`src/hdl/ipv4icmp_pkg.sv`:
```
// ----------------------------------------------------------------------------
// IPv4/ICMP validator package
// Constants, status codes, shared structs and the ones'-complement adder.
// ----------------------------------------------------------------------------
package ipv4icmp_pkg;

   localparam int MAX_PACKET_BYTES = 2048;
   localparam int COUNT_W          = $clog2(MAX_PACKET_BYTES + 1);
   localparam int IPV4_MIN_HDR     = 20;
   localparam int ICMP_MIN_HDR     = 8;
   localparam int IP_CHECK_AT      = 10;
   localparam int PROTO_AT         = 9;
   localparam logic [7:0] PROTO_ICMP = 8'd1;

   typedef enum logic [2:0] {
      ST_OK        = 3'd0,
      ST_UNDER20   = 3'd1,
      ST_IHL_SMALL = 3'd2,
      ST_NOT_ICMP  = 3'd3,
      ST_SHORT     = 3'd4,
      ST_IP_CSUM   = 3'd5,
      ST_ICMP_CSUM = 3'd6,
      ST_TOO_LONG  = 3'd7
   } status_type;

   // packet state as it stands after the byte in hand
   typedef struct packed {
      logic               overflow;
      logic [COUNT_W-1:0] len;
      logic [3:0]         ihl;
      logic [7:0]         proto;
      logic [15:0]        ip_sum;
      logic [15:0]        icmp_sum;
      logic [15:0]        ip_chk;
      logic [15:0]        icmp_chk;
      logic [15:0]        type_code;
   } pkt_state_type;

   // result word, lowest field last
   typedef struct packed {
      logic [1:0]  pad;
      logic [7:0]  icmp_code;
      logic [7:0]  icmp_type;
      logic [11:0] icmp_bytes;
      logic [5:0]  header_bytes;
      status_type  status;
      logic        accept;
   } result_type;

   function automatic logic [15:0] oc_add(input logic [15:0] a, input logic [15:0] b);
      logic [16:0] s;
      s = {1'b0, a} + {1'b0, b};
      return s[15:0] + {15'd0, s[16]};
   endfunction

endpackage

```
`src/hdl/ipv4icmp_in_reg.sv`:
```
// ----------------------------------------------------------------------------
// IPv4/ICMP validator input register
// Holds one byte transfer until the tracking logic consumes it.
// ----------------------------------------------------------------------------
module ipv4icmp_in_reg import ipv4icmp_pkg::*; (
   input  logic       clock,
   input  logic       reset,
   input  logic       req_tvalid,
   output logic       req_tready,
   input  logic [7:0] req_tdata,
   input  logic       req_tlast,
   input  logic       take,
   output logic       in_valid,
   output logic [7:0] in_byte,
   output logic       in_last
);

   logic       valid_ff, valid_in;
   logic [7:0] byte_ff;
   logic       last_ff;

   assign req_tready = !valid_ff || take;
   assign valid_in   = req_tready ? req_tvalid : valid_ff;

   always_ff @(posedge clock) begin
      if (reset) begin
         valid_ff <= 1'b0;
      end else begin
         valid_ff <= valid_in;
      end
   end

   always_ff @(posedge clock) begin
      if (req_tready && req_tvalid) begin
         byte_ff <= req_tdata;
         last_ff <= req_tlast;
      end
   end

   assign in_valid = valid_ff;
   assign in_byte  = byte_ff;
   assign in_last  = last_ff;

endmodule

```
`src/hdl/ipv4icmp_accum.sv`:
```
// ----------------------------------------------------------------------------
// IPv4/ICMP validator packet tracker
// Byte count, header captures and the two running checksums.
// ----------------------------------------------------------------------------
module ipv4icmp_accum import ipv4icmp_pkg::*; (
   input  logic          clock,
   input  logic          reset,
   input  logic          step,
   input  logic [7:0]    in_byte,
   input  logic          in_last,
   output pkt_state_type nxt
);

   pkt_state_type      cur_ff, cur_in;
   logic [7:0]         pend_ff, pend_in;

   always_comb begin
      logic [COUNT_W-1:0] off;
      logic [COUNT_W-1:0] hb;
      logic [COUNT_W-1:0] start;
      logic [15:0]        word;
      logic               full;
      off   = cur_ff.len;
      hb    = COUNT_W'({cur_ff.ihl, 2'b00});
      start = {off[COUNT_W-1:1], 1'b0};
      // odd offset closes a word; an even last byte is padded with zero
      word  = off[0] ? {pend_ff, in_byte} : {in_byte, 8'h00};
      full  = (cur_ff.len == COUNT_W'(MAX_PACKET_BYTES));
      nxt     = cur_ff;
      pend_in = pend_ff;
      if (full) begin
         nxt.overflow = 1'b1;
      end else begin
         nxt.len = cur_ff.len + COUNT_W'(1);
         if (off == '0) begin
            nxt.ihl = in_byte[3:0];
         end
         if (off == COUNT_W'(PROTO_AT)) begin
            nxt.proto = in_byte;
         end
         if (off == hb) begin
            nxt.type_code[15:8] = in_byte;
         end
         if (off == hb + COUNT_W'(1)) begin
            nxt.type_code[7:0] = in_byte;
         end
         if (!off[0]) begin
            pend_in = in_byte;
         end
         if (off[0] || in_last) begin
            if (start < hb) begin
               if (off[0] && start == COUNT_W'(IP_CHECK_AT)) begin
                  nxt.ip_chk = word;
               end else begin
                  nxt.ip_sum = oc_add(cur_ff.ip_sum, word);
               end
            end else begin
               if (off[0] && start == hb + COUNT_W'(2)) begin
                  nxt.icmp_chk = word;
               end else begin
                  nxt.icmp_sum = oc_add(cur_ff.icmp_sum, word);
               end
            end
         end
      end
   end

   // the last byte clears everything for the next packet
   always_comb begin
      cur_in = nxt;
      if (in_last) begin
         cur_in = '0;
      end
   end

   always_ff @(posedge clock) begin
      if (reset) begin
         cur_ff  <= '0;
         pend_ff <= '0;
      end else if (step) begin
         cur_ff  <= cur_in;
         pend_ff <= in_last ? 8'h00 : pend_in;
      end
   end

endmodule

```
`src/hdl/ipv4icmp_verdict.sv`:
```
// ----------------------------------------------------------------------------
// IPv4/ICMP validator verdict
// Turns the final packet state into status, accept, length, ICMP type and code fields.
// ----------------------------------------------------------------------------
module ipv4icmp_verdict import ipv4icmp_pkg::*; (
   input  pkt_state_type st,
   output result_type    res
);

   logic [COUNT_W-1:0] hb;
   logic               ip_bad;
   logic               icmp_bad;
   status_type         status;

   assign hb       = COUNT_W'({st.ihl, 2'b00});
   assign ip_bad   = st.ip_chk != ~st.ip_sum;
   assign icmp_bad = st.icmp_chk != ~st.icmp_sum;

   always_comb begin
      if (st.overflow) begin
         status = ST_TOO_LONG;
      end else if (st.len < COUNT_W'(IPV4_MIN_HDR)) begin
         status = ST_UNDER20;
      end else if (st.ihl < 4'd5) begin
         status = ST_IHL_SMALL;
      end else if (st.proto != PROTO_ICMP) begin
         status = ST_NOT_ICMP;
      end else if (st.len < hb + COUNT_W'(ICMP_MIN_HDR)) begin
         status = ST_SHORT;
      end else if (ip_bad) begin
         status = ST_IP_CSUM;
      end else if (icmp_bad) begin
         status = ST_ICMP_CSUM;
      end else begin
         status = ST_OK;
      end
   end

   always_comb begin
      res              = '0;
      res.accept       = (status == ST_OK);
      res.status       = status;
      res.header_bytes = {st.ihl, 2'b00};
      res.icmp_bytes   = (st.len > hb) ? 12'(st.len - hb) : 12'd0;
      res.icmp_type    = st.type_code[15:8];
      res.icmp_code    = st.type_code[7:0];
   end

endmodule

```
`src/hdl/ipv4icmp_out_reg.sv`:
```
// ----------------------------------------------------------------------------
// IPv4/ICMP validator result register
// Holds one result until the downstream transfer completes.
// ----------------------------------------------------------------------------
module ipv4icmp_out_reg import ipv4icmp_pkg::*; (
   input  logic        clock,
   input  logic        reset,
   input  logic        load,
   input  result_type  res_in,
   output logic        out_free,
   output logic        rsp_tvalid,
   input  logic        rsp_tready,
   output logic [39:0] rsp_tdata
);

   logic       valid_ff, valid_in;
   result_type res_ff;

   assign out_free = !valid_ff || rsp_tready;
   assign valid_in = load || (valid_ff && !rsp_tready);

   always_ff @(posedge clock) begin
      if (reset) begin
         valid_ff <= 1'b0;
      end else begin
         valid_ff <= valid_in;
      end
   end

   always_ff @(posedge clock) begin
      if (load) begin
         res_ff <= res_in;
      end
   end

   assign rsp_tvalid = valid_ff;
   assign rsp_tdata  = res_ff;

endmodule

```
`src/hdl/ipv4_icmp_packet_validator.sv`:
```
// A packet's result is registered in the result register when its last byte leaves the input register.
// Throughput: one byte per cycle while the result register has room for each last byte.
// A last byte waits in the input register only while the result register is still full.
// Reset clears both handshake registers and all packet state.
// ----------------------------------------------------------------------------
// IPv4/ICMP packet validator
// Checks an IPv4 packet streamed a byte at a time and reports an ICMP verdict.
// ----------------------------------------------------------------------------
module ipv4_icmp_packet_validator import ipv4icmp_pkg::*; (
   input  logic        clock,
   input  logic        reset,
   input  logic        req_tvalid,
   output logic        req_tready,
   input  logic [7:0]  req_tdata,   // [7:0] data_byte
   input  logic        req_tlast,
   output logic        rsp_tvalid,
   input  logic        rsp_tready,
   output logic [39:0] rsp_tdata    // accept, status[2:0], header_bytes[5:0],
                                    // icmp_bytes[11:0], icmp_type[7:0],
                                    // icmp_code[7:0], zero pad
);

   logic          in_valid;
   logic [7:0]    in_byte;
   logic          in_last;
   logic          take;
   logic          out_free;
   pkt_state_type nxt;
   result_type    res;

   // a last byte moves only when there is room for its result
   assign take = in_valid && (!in_last || out_free);

   ipv4icmp_in_reg u_in_reg (
      .clock      (clock),
      .reset      (reset),
      .req_tvalid (req_tvalid),
      .req_tready (req_tready),
      .req_tdata  (req_tdata),
      .req_tlast  (req_tlast),
      .take       (take),
      .in_valid   (in_valid),
      .in_byte    (in_byte),
      .in_last    (in_last)
   );

   ipv4icmp_accum u_accum (
      .clock   (clock),
      .reset   (reset),
      .step    (take),
      .in_byte (in_byte),
      .in_last (in_last),
      .nxt     (nxt)
   );

   ipv4icmp_verdict u_verdict (
      .st  (nxt),
      .res (res)
   );

   ipv4icmp_out_reg u_out_reg (
      .clock      (clock),
      .reset      (reset),
      .load       (take && in_last),
      .res_in     (res),
      .out_free   (out_free),
      .rsp_tvalid (rsp_tvalid),
      .rsp_tready (rsp_tready),
      .rsp_tdata  (rsp_tdata)
   );

endmodule

```
`config.mk`:
```
export PLATFORM = sky130hd
export DESIGN_NAME = ipv4_icmp_packet_validator
export DESIGN_NICKNAME = d
export VERILOG_FILES = /design/src/hdl/ipv4icmp_pkg.sv /design/src/hdl/ipv4icmp_in_reg.sv /design/src/hdl/ipv4icmp_accum.sv /design/src/hdl/ipv4icmp_verdict.sv /design/src/hdl/ipv4icmp_out_reg.sv /design/src/hdl/ipv4_icmp_packet_validator.sv
export SDC_FILE = /design/constraint.sdc
export NUM_CORES = 1
export LEC_CHECK = 0
export ABC_AREA = 1
export BUFFER_PORTS_ARGS = -buffer_cell sky130_fd_sc_hd__buf_2
export CORE_UTILIZATION = 47
export DETAILED_ROUTE_END_ITERATION = 8
export PLACE_DENSITY = 0.75
export RECOVER_POWER = 50
export SYNTH_ARGS = -nofsm -noshare
export SYNTH_HDL_FRONTEND = slang
export SYNTH_SLANG_ARGS = --single-unit
```
`constraint.sdc`:
```
create_clock -name clock -period 5.3 [get_ports clock]
set_clock_uncertainty 0.05 [all_clocks]
set_input_delay 0.53 -clock clock [delete_from_list [all_inputs] [get_ports clock]]
set_output_delay 0.53 -clock clock [all_outputs]
set_load 0.02 [all_outputs]
```
* Word level (Yosys, flattened, before mapping) *
Index checks and enable logic that the tools add are counted.

storage, ports and cells
  bits in registers = 160
  bits in latches = 0
  bits in writable memories = 0
  ROM bits = 0
  bits of input ports = 13
  output and inout port bits = 42
  word-level logic and storage cells = 92
  memories = 0

operators by class
  add/subtract/negate cells = 9
  $mul = 0
  div/mod/pow operators = 0
  order comparisons = 5
  equal/unequal tests = 11
  shift operators = 0
  mux-type cells = 27
  bitwise logic cells = 2
  reductions and logical operators = 18

operator list
  operator                                                      number
  2-to-1 mux 16 bit                                             9
  2-to-1 mux 105 bit                                            1
  2-to-1 mux 104 bit                                            1
  2-to-1 mux 64 bit                                             1
  2-to-1 mux 8 bit                                              6
  adder 16 x 16 -> 17 bit                                       2
  adder 16 x 1 -> 16 bit                                        2
  inequality test 16 bit                                        2
  inverter 16 bit                                               2
  == test 12 bit                                                2
  2-to-1 mux 3 bit                                              7
  adder 12 x 1 -> 12 bit (second input constant)                1
  == test 12 bit (second input constant)                        1
  == test 12 x 4 -> 1 bit (second input constant)               1
  == test 12 x 6 -> 1 bit                                       1
  > comparator 12 x 6 -> 1 bit                                  1
  logical NOT 12 bit                                            1
  less-than comparator 12 bit                                   1
  less-than comparator 12 x 5 -> 1 bit (second input constant)  1
  less-than comparator 12 x 6 -> 1 bit                          1
  subtractor 12 x 6 -> 12 bit                                   1
  == test 11 x 3 -> 1 bit (second input constant)               1
  inequality test 8 x 1 -> 1 bit (second input constant)        1
  adder 6 x 1 -> 7 bit (second input constant)                  1
  other kinds (11)                                              24

* Depth between registers and ports, before layout *
Gate-level depths: netlist of the first run.

  depth in word-level cells = 17
  mapped depth = 39
  depth with buffers taken out = 38

* Modules after synthesis *
Synthesis of the first run repeated with hierarchy kept, for this count alone.

unflattened totals
  cells, all modules = 1754
  area, all modules = 11402.2 µm²

modules (own cells, without submodules)
  module                      times used  cells an instance  area each (µm²)  sequential area each (µm²)
  ipv4icmp_accum              1           1423               8358.0           2262.2
  ipv4icmp_verdict            1           266                1457.6           0.0
  ipv4icmp_out_reg            1           45                 1243.7           1221.2
  ipv4icmp_in_reg             1           15                 317.8            290.3
  ipv4_icmp_packet_validator  1           5                  25.0             0.0

* Least setup slack after synthesis of the first run *
No wires, ideal clock.

  kind = register to register
  start = reg u_accum.cur_ff[92] in the netlist's numbering
  end = reg u_out_reg.res_ff, in the netlist u_out_reg.rsp_tdata[0] (data pin)
  setup time = 0.255 ns
  data arrival time = 4.090 ns
  required time = 4.995 ns
  setup slack = 0.906 ns
  stages on the path, launching flop included = 38
  clock period less this slack = 4.394 ns
  cell sequence = dfxtp_1 buf_6 buf_6 inv_1 or2_2 o21ai_0 inv_1 ha_1 nand2_1 inv_1 nand3_1 nand2_1 inv_1 o21a_1 nand2_1 nand3_1 nand2_1 ha_1 [2 not listed] nor2_1 nand2_1 nor2_2 nand2_1 nor2_1 nand2_1 nand2_1 nand2_1 nand2_1 nand2_1 nand2_1 nand2_1 nor2_1 nand3_1 nor2_1 nand3_1 a21oi_1 nor2_1

RTL lines
  item                    line                    RTL
  from (decl)             ipv4icmp_accum.sv:14    pkt_state_type cur_ff, cur_in;
  from (signal assigned)  ipv4icmp_accum.sv:81    cur_ff <= cur_in;
  to (signal assigned)    ipv4icmp_out_reg.sv:32  res_ff <= res_in;
  to (decl)               ipv4icmp_out_reg.sv:17  result_type res_ff;

==> results of run 1 <==
[routing by layer]
layer | share of wire, % | wire [um]
met2 | 47 | 15500
met4 | 2.7 | 872
met3 | 6.1 | 1980
met5 | 0 | 0
met1 | 44 | 14400
[registers in the layout (all words and copies together) (netlist names)]
| register | flops |
|---|---|
| u_accum.pend_ff | 8 |
| u_in_reg.in_last | 1 |
| u_accum.cur_ff | 105 |
| u_out_reg.rsp_tvalid | 1 |
| u_in_reg.in_valid | 1 |
| u_in_reg.in_byte | 8 |
| u_out_reg.rsp_tdata | 36 |
[what timing repair did]
item | in CTS | in global routing
hold buffers | 0 | 0
setup buffers | 0 | 3
gates resized for setup | 0 | 28
setup endpoints to repair | 0 | 4
[cell usage after synthesis, types with 2 or more instances]
cell type    n
nand3_1    157
buf_6        3
dfxtp_1    115
or2_2       19
o22ai_1      2
nand2_1    684
a21oi_1    160
o31ai_1      3
fa_1         2
nor4_1       2
nand2_2     19
o21ai_0     62
nor2_4       3
nand3b_1     5
inv_1      212
clkbuf_1    37
o21ai_1      8
edfxtp_1    45
o21bai_1     3
buf_2        7
nand4_1     26
nor2_1     144
inv_2        8
ha_1        40
buf_4        7
o21a_1      13
xor2_1      15
nor2_2      11
nor3_1      17
nand3_2      5
[layout make-up]
class / count / area [sq um]
clock inverters: 14 / 158
fillers: 2381 / 11000
flip-flops and latches: 160 / 3660
clock buffers: 18 / 450
inverters: 220 / 826
multi-input cells: 1416 / 6780
well taps: 319 / 399
repair buffers: 73 / 383
[path summary, 6_finish.rpt]
path / from / to
setup / recovery: u_accum.cur_ff[92] / u_out_reg.rsp_tdata[1]
hold / removal: req_tdata[4] / u_in_reg.in_byte[4]
setup reg to reg: u_accum.cur_ff[92] / u_out_reg.rsp_tdata[1]
hold reg to reg: u_accum.pend_ff[0] / u_accum.pend_ff[0]
[metrics by stage]
stage                     worst slack, ns  power, W  hold WS, ns
after floorplan                     0.906   0.00166        0.386
after global placement              0.238   0.00179        0.398
after detailed placement           0.0898   0.00179        0.401
after CTS                          0.0638   0.00305        0.195
after global routing              -0.0429   0.00318        0.193
final                               0.440   0.00306        0.204
[logic make-up after synthesis]
kind of cell    Yosys count  synth area share, %
compound gates          258                 12.0
xor+xnor                 16                 1.23
fa+ha+maj                42                 4.74
buf+inv                 275                 9.56
flops                   160                 32.0
other cells               1               0.0329
simple gates           1096                 40.4
[worst reg2reg max path: cells and delay by family (launching register included)]
family          cells  cell delay, ns
simple gates       18            2.10
compound gates      6            0.95
fa+ha+maj           3            0.70
flops               1            0.41
buf+inv             4            0.40
[where the power goes]
| part | total, W | switching [W] | internal (W) |
|---|---|---|---|
| logic | 0.000480 | 0.000342 | 0.000139 |
| registers | 0.00130 | 0.0000200 | 0.00128 |
| clock network | 0.00127 | 0.000613 | 0.000661 |
==> metrics.md, run 1 <==
| Metric | Value |
|---|---|
| Status | complete, no violations |
| GR Util met3 | about 4.7% |
| Slowest cell on the critical path | dfxtp_4 |
| I/O pin cnt | 55 |
| Clock latency on the worst-skew pair | 0.44 ns |
| Post-route ant nets | 0 |
| CP delay by family, top | simple AND/OR/NAND/NOR gates |
| Via-to-Cell Ratio | 5.31 |
| Average size of a mapped cell | between 6 and 7 sq um |
| Synth Warn # | 0 |
| Buf+Inv Stages, Crit Path | 4 |
| Synth area leader | nand2_1 |
| Pin count of the biggest net entering global routing | 73 |
| Asr flop ratio synth | 0% |
| DP Area | 12000 sq um |
| Number of global-route vias before repair | 10700 |
| R2R setup slack | 0.44 ns |
| Worst path max stage delay | between 0.4 and 0.5 ns |
| Root buffer cell | clkbuf_16 |
| Post-synth EDFFs | 45 |
| Worst rel slew slack | around 28% |
| Starting density of the core | a little under 50% |
| Num rows | 56 |
| Worst slew pin tran | approximately 1.1 ns |
| Hold crit path type | input port to flip-flop |
| Clock Pin Slew Worst Setup and Hold Paths | 0.08 ns |
| Number of synthesized register bits | 160 |
| RSZ-0062 raised after global routing | yes |
| Util after Layout | 53.6% |
| CTS tree | built |
| Post-synth top area share | 22.5% |
| Post-synthesis cell type count | 44 |
| Fin crit share | approximately 92% |
| Crit path kind | flip-flop to flip-flop |
| Final Hold Fails | 0 |
| HPWL after DPL | between 20000 and 25000 um |
| GRT Residual Overflow | 0 |
| Crit path top cell by count | nand2_1 |
| Primary FF master, synth | dfxtp_1 |
| Fmax | 0.206 GHz |
| Layout Cells excl Fill | 2220 |
| PortBufs | 50 |
| 1st-pass router iterations | 6 |
| Initial antenna violation count | 0 |
| Post-layout nets | 1943 |
| Design Area, Final | between 10000 and 15000 sq um |
| WP data arrival | 5.01 ns |
| Max_cap viols | 0 |
| Stages on worst setup path | 31 |
| Worst Setup Start Kind | flip-flop |
| Synthesized instance count | 1848 |
| Setup TNS | 0 ns |
| All-Layer GR Usage | around 27% |
| WL/cell | ~15 um |
| Routability Congestion | 0.987 |
| Most frequent cells in the layout | nand2_1 (682), inv_1 (211), a21oi_1 (160) |
| Vert. Die Dim | 158 um |
| P_leak | between 5 and 6 nW |
| 1st-iter DRT viols | around 1100 |
| Post-Place Cells | 2185 |
| Share of layout cells above drive strength 1 | 8.00% |
| Synthesized area | 11400 sq um |
| Ant. Diodes | 0 |
| Vias | around 12000 |
| Met1 Resource Use GR | between 30% and 40% |
| Register area share after synthesis | 32.0% |
| Worst reg2reg path depth | 31 |
| Period minus WS final | 4.86 ns |
| Core area | 23600 sq um |
| CTS Buffer Depth | 2 |
| M2 GR Usage | 45.6% |
| Remaining DRCs | 0 |
| Power Density | ~240 nW/um^2 |
| Main area contributors after synthesis | nand2_1 (23%), dfxtp_1 (20%), edfxtp_1 (12%), a21oi_1 (7.0%), inv_1 (7.0%) |
| Die ar. | 24900 sq um |
| Setup violations, final | 0 |
| GRT Max-Usage Layer | met2 |
| Max Slew Vio Count | 0 |
| Hold path depth | 1 |
| CP required | ~5.5 ns |
| Area Overhead vs Synth | 11.0% |
| Commonest non-fill, non-tap cell in the layout | nand2_1 |
| Htree depth | 4 |
| Sink Count | 160 |
| DRT Wirelength | around 33000 um |
| Max IR drop VDD | roughly 0.21 mV |
| CTS buffer count | 17 |
| Chip Width | roughly 160 um |
| Crit-path max FO | 10 |
| CP Capture Type | flip-flop |
| Global-route wire length before repair | 52900 um |
Power figures use the tool's default switching activity.
==> run 2: changes to the inputs <==
Settings changed: SETUP_SLACK_MARGIN from default to 0.5.
==> run 2 against run 1 <==
Against the previous run:
- the flow now finishes with violations (max-capacitance violations, max-slew violations)
- flip-flop and latch count is the same
- non-clock buffer count increased by 21
- fmax grew 0.90%
- core utilization is 2.2 points higher
- critical endpoint unchanged
==> metrics.md, run 2 (synthesized netlist as in run 1, its figures left out) <==
| Metric | Value |
|---|---|
| Post-layout nets | 1964 |
| I/O pin cnt | 55 |
| Commonest non-fill, non-tap cell in the layout | nand2_1 |
| Via-to-Cell Ratio | 5.38 |
| 1st-pass router iterations | 7 |
| Hold crit path type | input port to flip-flop |
| WP data arrival | 4.97 ns |
| Sink Count | 160 |
| Number of global-route vias before repair | 10700 |
| Max_cap viols | 1 |
| Crit path kind | flip-flop to flip-flop |
| Max Slew Vio Count | 38 |
| Core area | 23600 sq um |
| CP required | 5.45 ns |
| Place WS | 0.0898 ns |
| Worst rel slew slack | -33.4% |
| Clock latency on the worst-skew pair | 0.44 ns |
| Htree depth | 4 |
| Global-route wire length before repair | 53000 um |
| Setup TNS | 0 ns |
| Final Hold Fails | 0 |
| Share of layout cells above drive strength 1 | between 10 and 15% |
| Ant. Diodes | 0 |
| RSZ-0062 raised after global routing | yes |
| Routability Congestion | 0.987 |
| Most frequent cells in the layout | nand2_1 (661), inv_1 (203), a21oi_1 (159) |
| Setup violations, final | 0 |
| P_leak | 6.00 nW |
| Met2 WL | 16200 um |
| Vert. Die Dim | 158 um |
| 1st-iter DRT viols | 1009 |
| Chip Width | 158 um |
| Util after Layout | roughly 56% |
| CTS tree | built |
| Root buffer cell | clkbuf_16 |
| Max reg flops | about 110 |
| Worst reg2reg path depth | 35 |
| Crit-path max FO | 6 |
| Hold path depth | 1 |
| Remaining DRCs | 0 |
| Starting density of the core | ~48% |
| Max Used Layer | met4 |
| PortBufs | 50 |
| Pin count of the biggest net entering global routing | 73 |
| CTS Buffer Depth | 2 |
| Power Density | 236 nW/um^2 |
| All-Layer GR Usage | 27.0% |
| Max IR drop VDD | 0.205 mV |
| Num rows | 56 |
| HPWL after DPL | 24500 um |
| RR Startpoint | u_accum.cur_ff[92] |
| Worst path max stage delay | 0.49 ns |
| Metal3 WL | 1900 um |
| Initial antenna violation count | 0 |
| DRT Wirelength | 33600 um |
| Period minus WS final | 4.82 ns |
| Worst hold start | req_tdata[2] |
| Post-route ant nets | 0 |
| CTS buffer count | 17 |
| Clock Pin Slew Worst Setup and Hold Paths | approximately 0.080 ns |
| GRT Residual Overflow | 0 |
| Failing checks | max-capacitance violations, max-slew violations |
| Critical path origin | u_accum.cur_ff[92] |
| Crit path top cell by count | nand2_1 |
| Fin crit share | slightly above 90% |
| Worst slew pin tran | 2.00 ns |
| Fmax | between 0.2 and 0.25 GHz |
| Vias | around 12000 |
| Final worst setup slack | about 0.48 ns |
| Die ar. | 24900 sq um |
| CP Capture Type | flip-flop |
| Reg with most FFs | u_accum.cur_ff |
| Worst Setup Start Kind | flip-flop |
| Status | complete, but fails checks |
| WL/cell | 15.0 um |
| Met1 Wirelength | between 10000 and 15000 um |
| Area Overhead vs Synth | 15.5% |
| Slowest cell on the critical path | dfxtp_1 |
==> run 2: changes by cell type in the layout (fill, tap and decap cells not counted), moves of 6 or more <==
cell / before / now
ha_4: 5 / 15
inv_2: 9 / 15
nor2_2: 10 / 17
nand2_1: 682 / 661
nand3_1: 157 / 146
nor2_1: 142 / 131
buf_4: 23 / 37
ha_1: 33 / 24
inv_1: 211 / 203
nand2_2: 20 / 38
nand3_2: 5 / 15
o21ai_0: 57 / 49
==> run 2: routing by layer <==
metal	track usage [%]	up-vias
met4	9.71	0
met2	46.0	390
met1	34.1	5571
li1	-	6026
met5	0	-
met3	4.74	69
==> run 2: area by class of cell <==
type	instances	area, sq um
fillers	2314	10500
multi-input cells	1416	7130
flip-flops and latches	160	3650
inverters	220	832
repair buffers	94	534
clock buffers	18	450
well taps	319	399
clock inverters	14	158
==> run 2: through the flow <==
stage          cells  total power (W)  instance area, sq um  hold WS [ns]
6_report        2241          0.00310                 13200         0.206
5_1_grt         2241          0.00322                 13200         0.193
4_1_cts         2217          0.00307                 12700         0.195
3_5_place_dp    2185          0.00179                 12000         0.401
3_3_place_gp    2185          0.00179                 12000         0.398
2_1_floorplan   1851          0.00166                 11400         0.386
==> run 2: path summary, 6_finish.rpt <==
kind                            slack, ns                endpoint
worst max-delay path                 0.48  u_out_reg.rsp_tdata[1]
worst min-delay path                 0.21     u_in_reg.in_byte[2]
worst max register to register       0.48  u_out_reg.rsp_tdata[1]
worst min register to register       0.41      u_accum.cur_ff[29]
==> run 2: repair_timing <==
item	in CTS	in global routing
pin swaps	2	42
resized for setup	31	98
setup endpoints to repair	4	4
hold buffers	0	0
gates cloned	0	0
setup buffers	0	24
==> run 2: worst max-delay path, delay by kind of cell (launching register included) <==
kind                     cells  cell delay [ns]
flip-flops                   1             0.49
AND/OR/NAND/NOR             24             2.52
AO/OA/AOI/OAI                2             0.28
buffers and inverters        7             0.80
adder cells (fa/ha/maj)      2             0.44
==> run 2: power by group <==
| group | internal, W | switching [W] |
|---|---|---|
| combinational | 0.000161 | 0.000362 |
| clock | 0.000661 | 0.000615 |
| sequential | 0.00129 | 0.0000193 |
==> run 3: changes to the inputs <==
Settings changed: CORE_MARGIN from default to 2, SYNTH_HIERARCHICAL from default to 1.
==> run 3 against run 2 <==
Against the previous run:
- the run still ends with max-capacitance violations, max-slew violations left
- synthesized cell count shrank 5.1%
- synthesized area hardly changed
- setup slack better by 0.086 ns
- critical path depth is 2 lower
- via count down 6.1%
- core utilization is 0.14 points lower
- combinational power rose by 8.6%
- largest cell class unchanged
==> metrics.md, run 3 <==
| Metric | Value |
|---|---|
| Status | complete, but fails checks |
| Failing checks | max-capacitance violations, max-slew violations |
| CTS buffer count | 17 |
| Main area contributors after synthesis | nand2_1 (21%), dfxtp_1 (20%), edfxtp_1 (13%), a21oi_1 (7.3%), inv_1 (6.3%) |
| Most frequent cells in the layout | nand2_1 (608), inv_1 (180), a21oi_1 (164) |
| Hold Worst Slack | 0.229 ns |
| Register area share after synthesis | 33.1% |
| Setup violations, final | 0 |
| Synth area leader | nand2_1 |
| M2 GR Usage | 43.2% |
| Post-layout nets | 1855 |
| Remaining DRCs | 0 |
| Core area | 23600 sq um |
| Ant. Diodes | 0 |
| Max Slew Vio Count | 75 |
| I/O pin cnt | 55 |
| Count leader, synth | nand2_1 |
| Max IR drop VDD | 0.196 mV |
| Via-to-Cell Ratio | 5.31 |
| Htree depth | 4 |
| Asr flop ratio synth | 0% |
| WP data arrival | 4.85 ns |
| CP Capture Type | flip-flop |
| Synthesized area | 11400 sq um |
| Synthesized instance count | about 1800 |
| Crit path kind | flip-flop to flip-flop |
| Chip Width | 160 um |
| Max_cap viols | 2 |
| Top cells by count, synth | nand2_1 (624), inv_1 (191), a21oi_1 (166) |
| Clock latency on the worst-skew pair | 0.43 ns |
| Pin count of the biggest net entering global routing | 84 |
| Crit-path max FO | 8 |
| CTS Buffer Depth | 2 |
| Routability Congestion | 0.970 |
| CTS Hold Bufs | 0 |
| Worst Setup Start Kind | flip-flop |
| Starting density of the core | 48.3% |
| WL/cell | 15.3 um |
| Sw frac | 29.4% |
| Sink Count | about 160 |
| Vert. Die Dim | 160 um |
| Internal | about 0.0023 W |
| HPWL after DPL | 23100 um |
| Final Hold Fails | 0 |
| Root buffer cell | clkbuf_16 |
| Fmax | 0.211 GHz |
| Switching power of the nets | 0.000961 W |
| Reg power frac | 41.3% |
| Post-synth top area share | 20.5% |
| 1st-iter DRT viols | ~1000 |
| Worst slew pin tran | 2.18 ns |
| Number of global-route vias before repair | around 10000 |
| Fin crit share | 89.3% |
| Clock network power share | roughly two fifths |
| PortBufs | 54 |
| Synth Warn # | 6 |
| CP required | 5.42 ns |
| Post-synthesis cell type count | 52 |
| Num rows | between 50 and 60 |
| Initial antenna violation count | 1 |
| CTS tree | built |
| Setup TNS | 0 ns |
| Post-route ant nets | 0 |
| RSZ-0062 raised after global routing | yes |
| Met1 Resource Use GR | 30.2% |
| Worst path max stage delay | 0.39 ns |
| Layout Cells excl Fill | around 2100 |
| 1st-pass router iterations | 8 |
| Slowest cell on the critical path | dfxtp_4 |
| Area Overhead vs Synth | 15.1% |
| GR Util met3 | 3.64% |
| Number of synthesized register bits | about 160 |
| Vias | about 11000 |
| Reg with most FFs | u_accum/cur_ff |
| P_leak | 5.57 nW |
| Post-synth EDFFs | just under 50 |
| Hold crit path type | input port to flip-flop |
| DRT Wirelength | 32700 um |
| Primary FF master, synth | dfxtp_1 |
| Combinational group share of total power | 17.3% |
| Worst rel slew slack | -46.1% |
| Power Density | 249 nW/um^2 |
| GRT Residual Overflow | 0 |
| Period minus WS final | 4.73 ns |
| Average size of a mapped cell | 6.50 sq um |
| Commonest non-fill, non-tap cell in the layout | nand2_1 |
| GRT Max-Usage Layer | met2 |
| Share of layout cells above drive strength 1 | roughly 14% |
| Global-route wire length before repair | 50500 um |
| All-Layer GR Usage | 24.4% |
| Post-Place Cells | 2069 |
| Die ar. | about 26000 sq um |
| Max reg flops | 105 |
| Clock Pin Slew Worst Setup and Hold Paths | 0.07 ns |
==> run 3: cell types whose count changed in the layout (fill, tap and decap cells not counted), moves of 8 or more <==
cell and delta:
inv_1 -23, nand2_1 -53, mux2_2 +8, nor2_1 -16
nand2_2 -12, nand4_1 -11, nand3_1 -54, xor2_1 +11
o21a_1 -12, o21ai_0 -8
==> run 3: final cells by class <==
| cell class | instances | area (sq um) |
|---|---|---|
| well taps | 319 | 399 |
| flip-flops and latches | 164 | 3780 |
| clock inverters | 15 | 214 |
| multi-input cells | 1308 | 6870 |
| inverters | 205 | 774 |
| clock buffers | 17 | 425 |
| fillers | 2267 | 10500 |
| repair buffers | 105 | 667 |
==> run 3: power by group through the flow <==
stage               registers, W  clock network [W]  logic (W)
floorplan                0.00139                  0   0.000366
global route             0.00135            0.00142   0.000622
CTS                      0.00135            0.00138   0.000511
finish                   0.00135            0.00135   0.000568
global placement         0.00138                  0   0.000484
detailed placement       0.00138                  0   0.000490
==> run 3: repair_timing <==
item,in CTS,in global routing
pin swaps,1,52
endpoints found under the setup margin,4,4
cloned,1,1
gates resized for setup,21,94
buffers inserted,4,26
==> run 3: path summary, 6_finish.rpt <==
| check | startpoint | endpoint | slack, ns | depth (start not counted) |
|---|---|---|---|---|
| max reg2reg | u_accum/cur_ff[92] | u_out_reg/rsp_tdata[3] | 0.57 | 33 |
| max | u_accum/cur_ff[92] | u_out_reg/rsp_tdata[3] | 0.57 | 33 |
| min reg2reg | u_accum/cur_ff[36] | u_accum/cur_ff[36] | 0.41 | 2 |
| min | req_tdata[2] | u_in_reg/in_byte[2] | 0.23 | 1 |
==> run 3: metal layers <==
| layer | share of wire [%] | up-vias | wire [um] |
|---|---|---|---|
| met2 | 49 | 412 | 16000 |
| met1 | 41 | 5186 | 13500 |
| met4 | 2.7 | 0 | 869 |
| met5 | 0 | - | 0 |
| li1 | - | 5663 | - |
| met3 | 7.1 | 62 | 2320 |
==> run 3: logic make-up (layout without fill, tap and decap cells) <==
group | count (synthesis) | in the layout | share of synthesized area [%]
muxes | 9 | 9 | 0.878
other | 1 | 4 | 0.0329
and+or+nand+nor | 963 | 963 | 36.4
adders and majority gates | 41 | 41 | 4.63
DFF | 164 | 164 | 33.1
xor gates and xnor gates | 33 | 33 | 2.60
buffers and inverters | 285 | 342 | 10.5
AOI/OAI and AO/OA | 258 | 258 | 11.9
==> run 3: worst max-delay path, delay by kind of cell, from the launching register on <==
family,cells,cell delay (ns)
AO/OA/AOI/OAI,5,0.61
XOR/XNOR,1,0.18
adder cells (fa/ha/maj),3,0.67
buffers and inverters,6,0.44
flip-flops,1,0.39
AND/OR/NAND/NOR,18,2.13
==> run 3: stage by stage <==
stage | instance area [sq um] | setup slack [ns] | power, W | util, %
after floorplan | 11400 | 0.761 | 0.00175 | -
after global placement | 11800 | 0.368 | 0.00186 | 50.1
after detailed placement | 11800 | 0.204 | 0.00187 | 50.1
after CTS | 12600 | 0.505 | 0.00323 | 53.5
after global routing | 13100 | 0.359 | 0.00340 | 55.6
final | 13100 | 0.569 | 0.00327 | 55.6
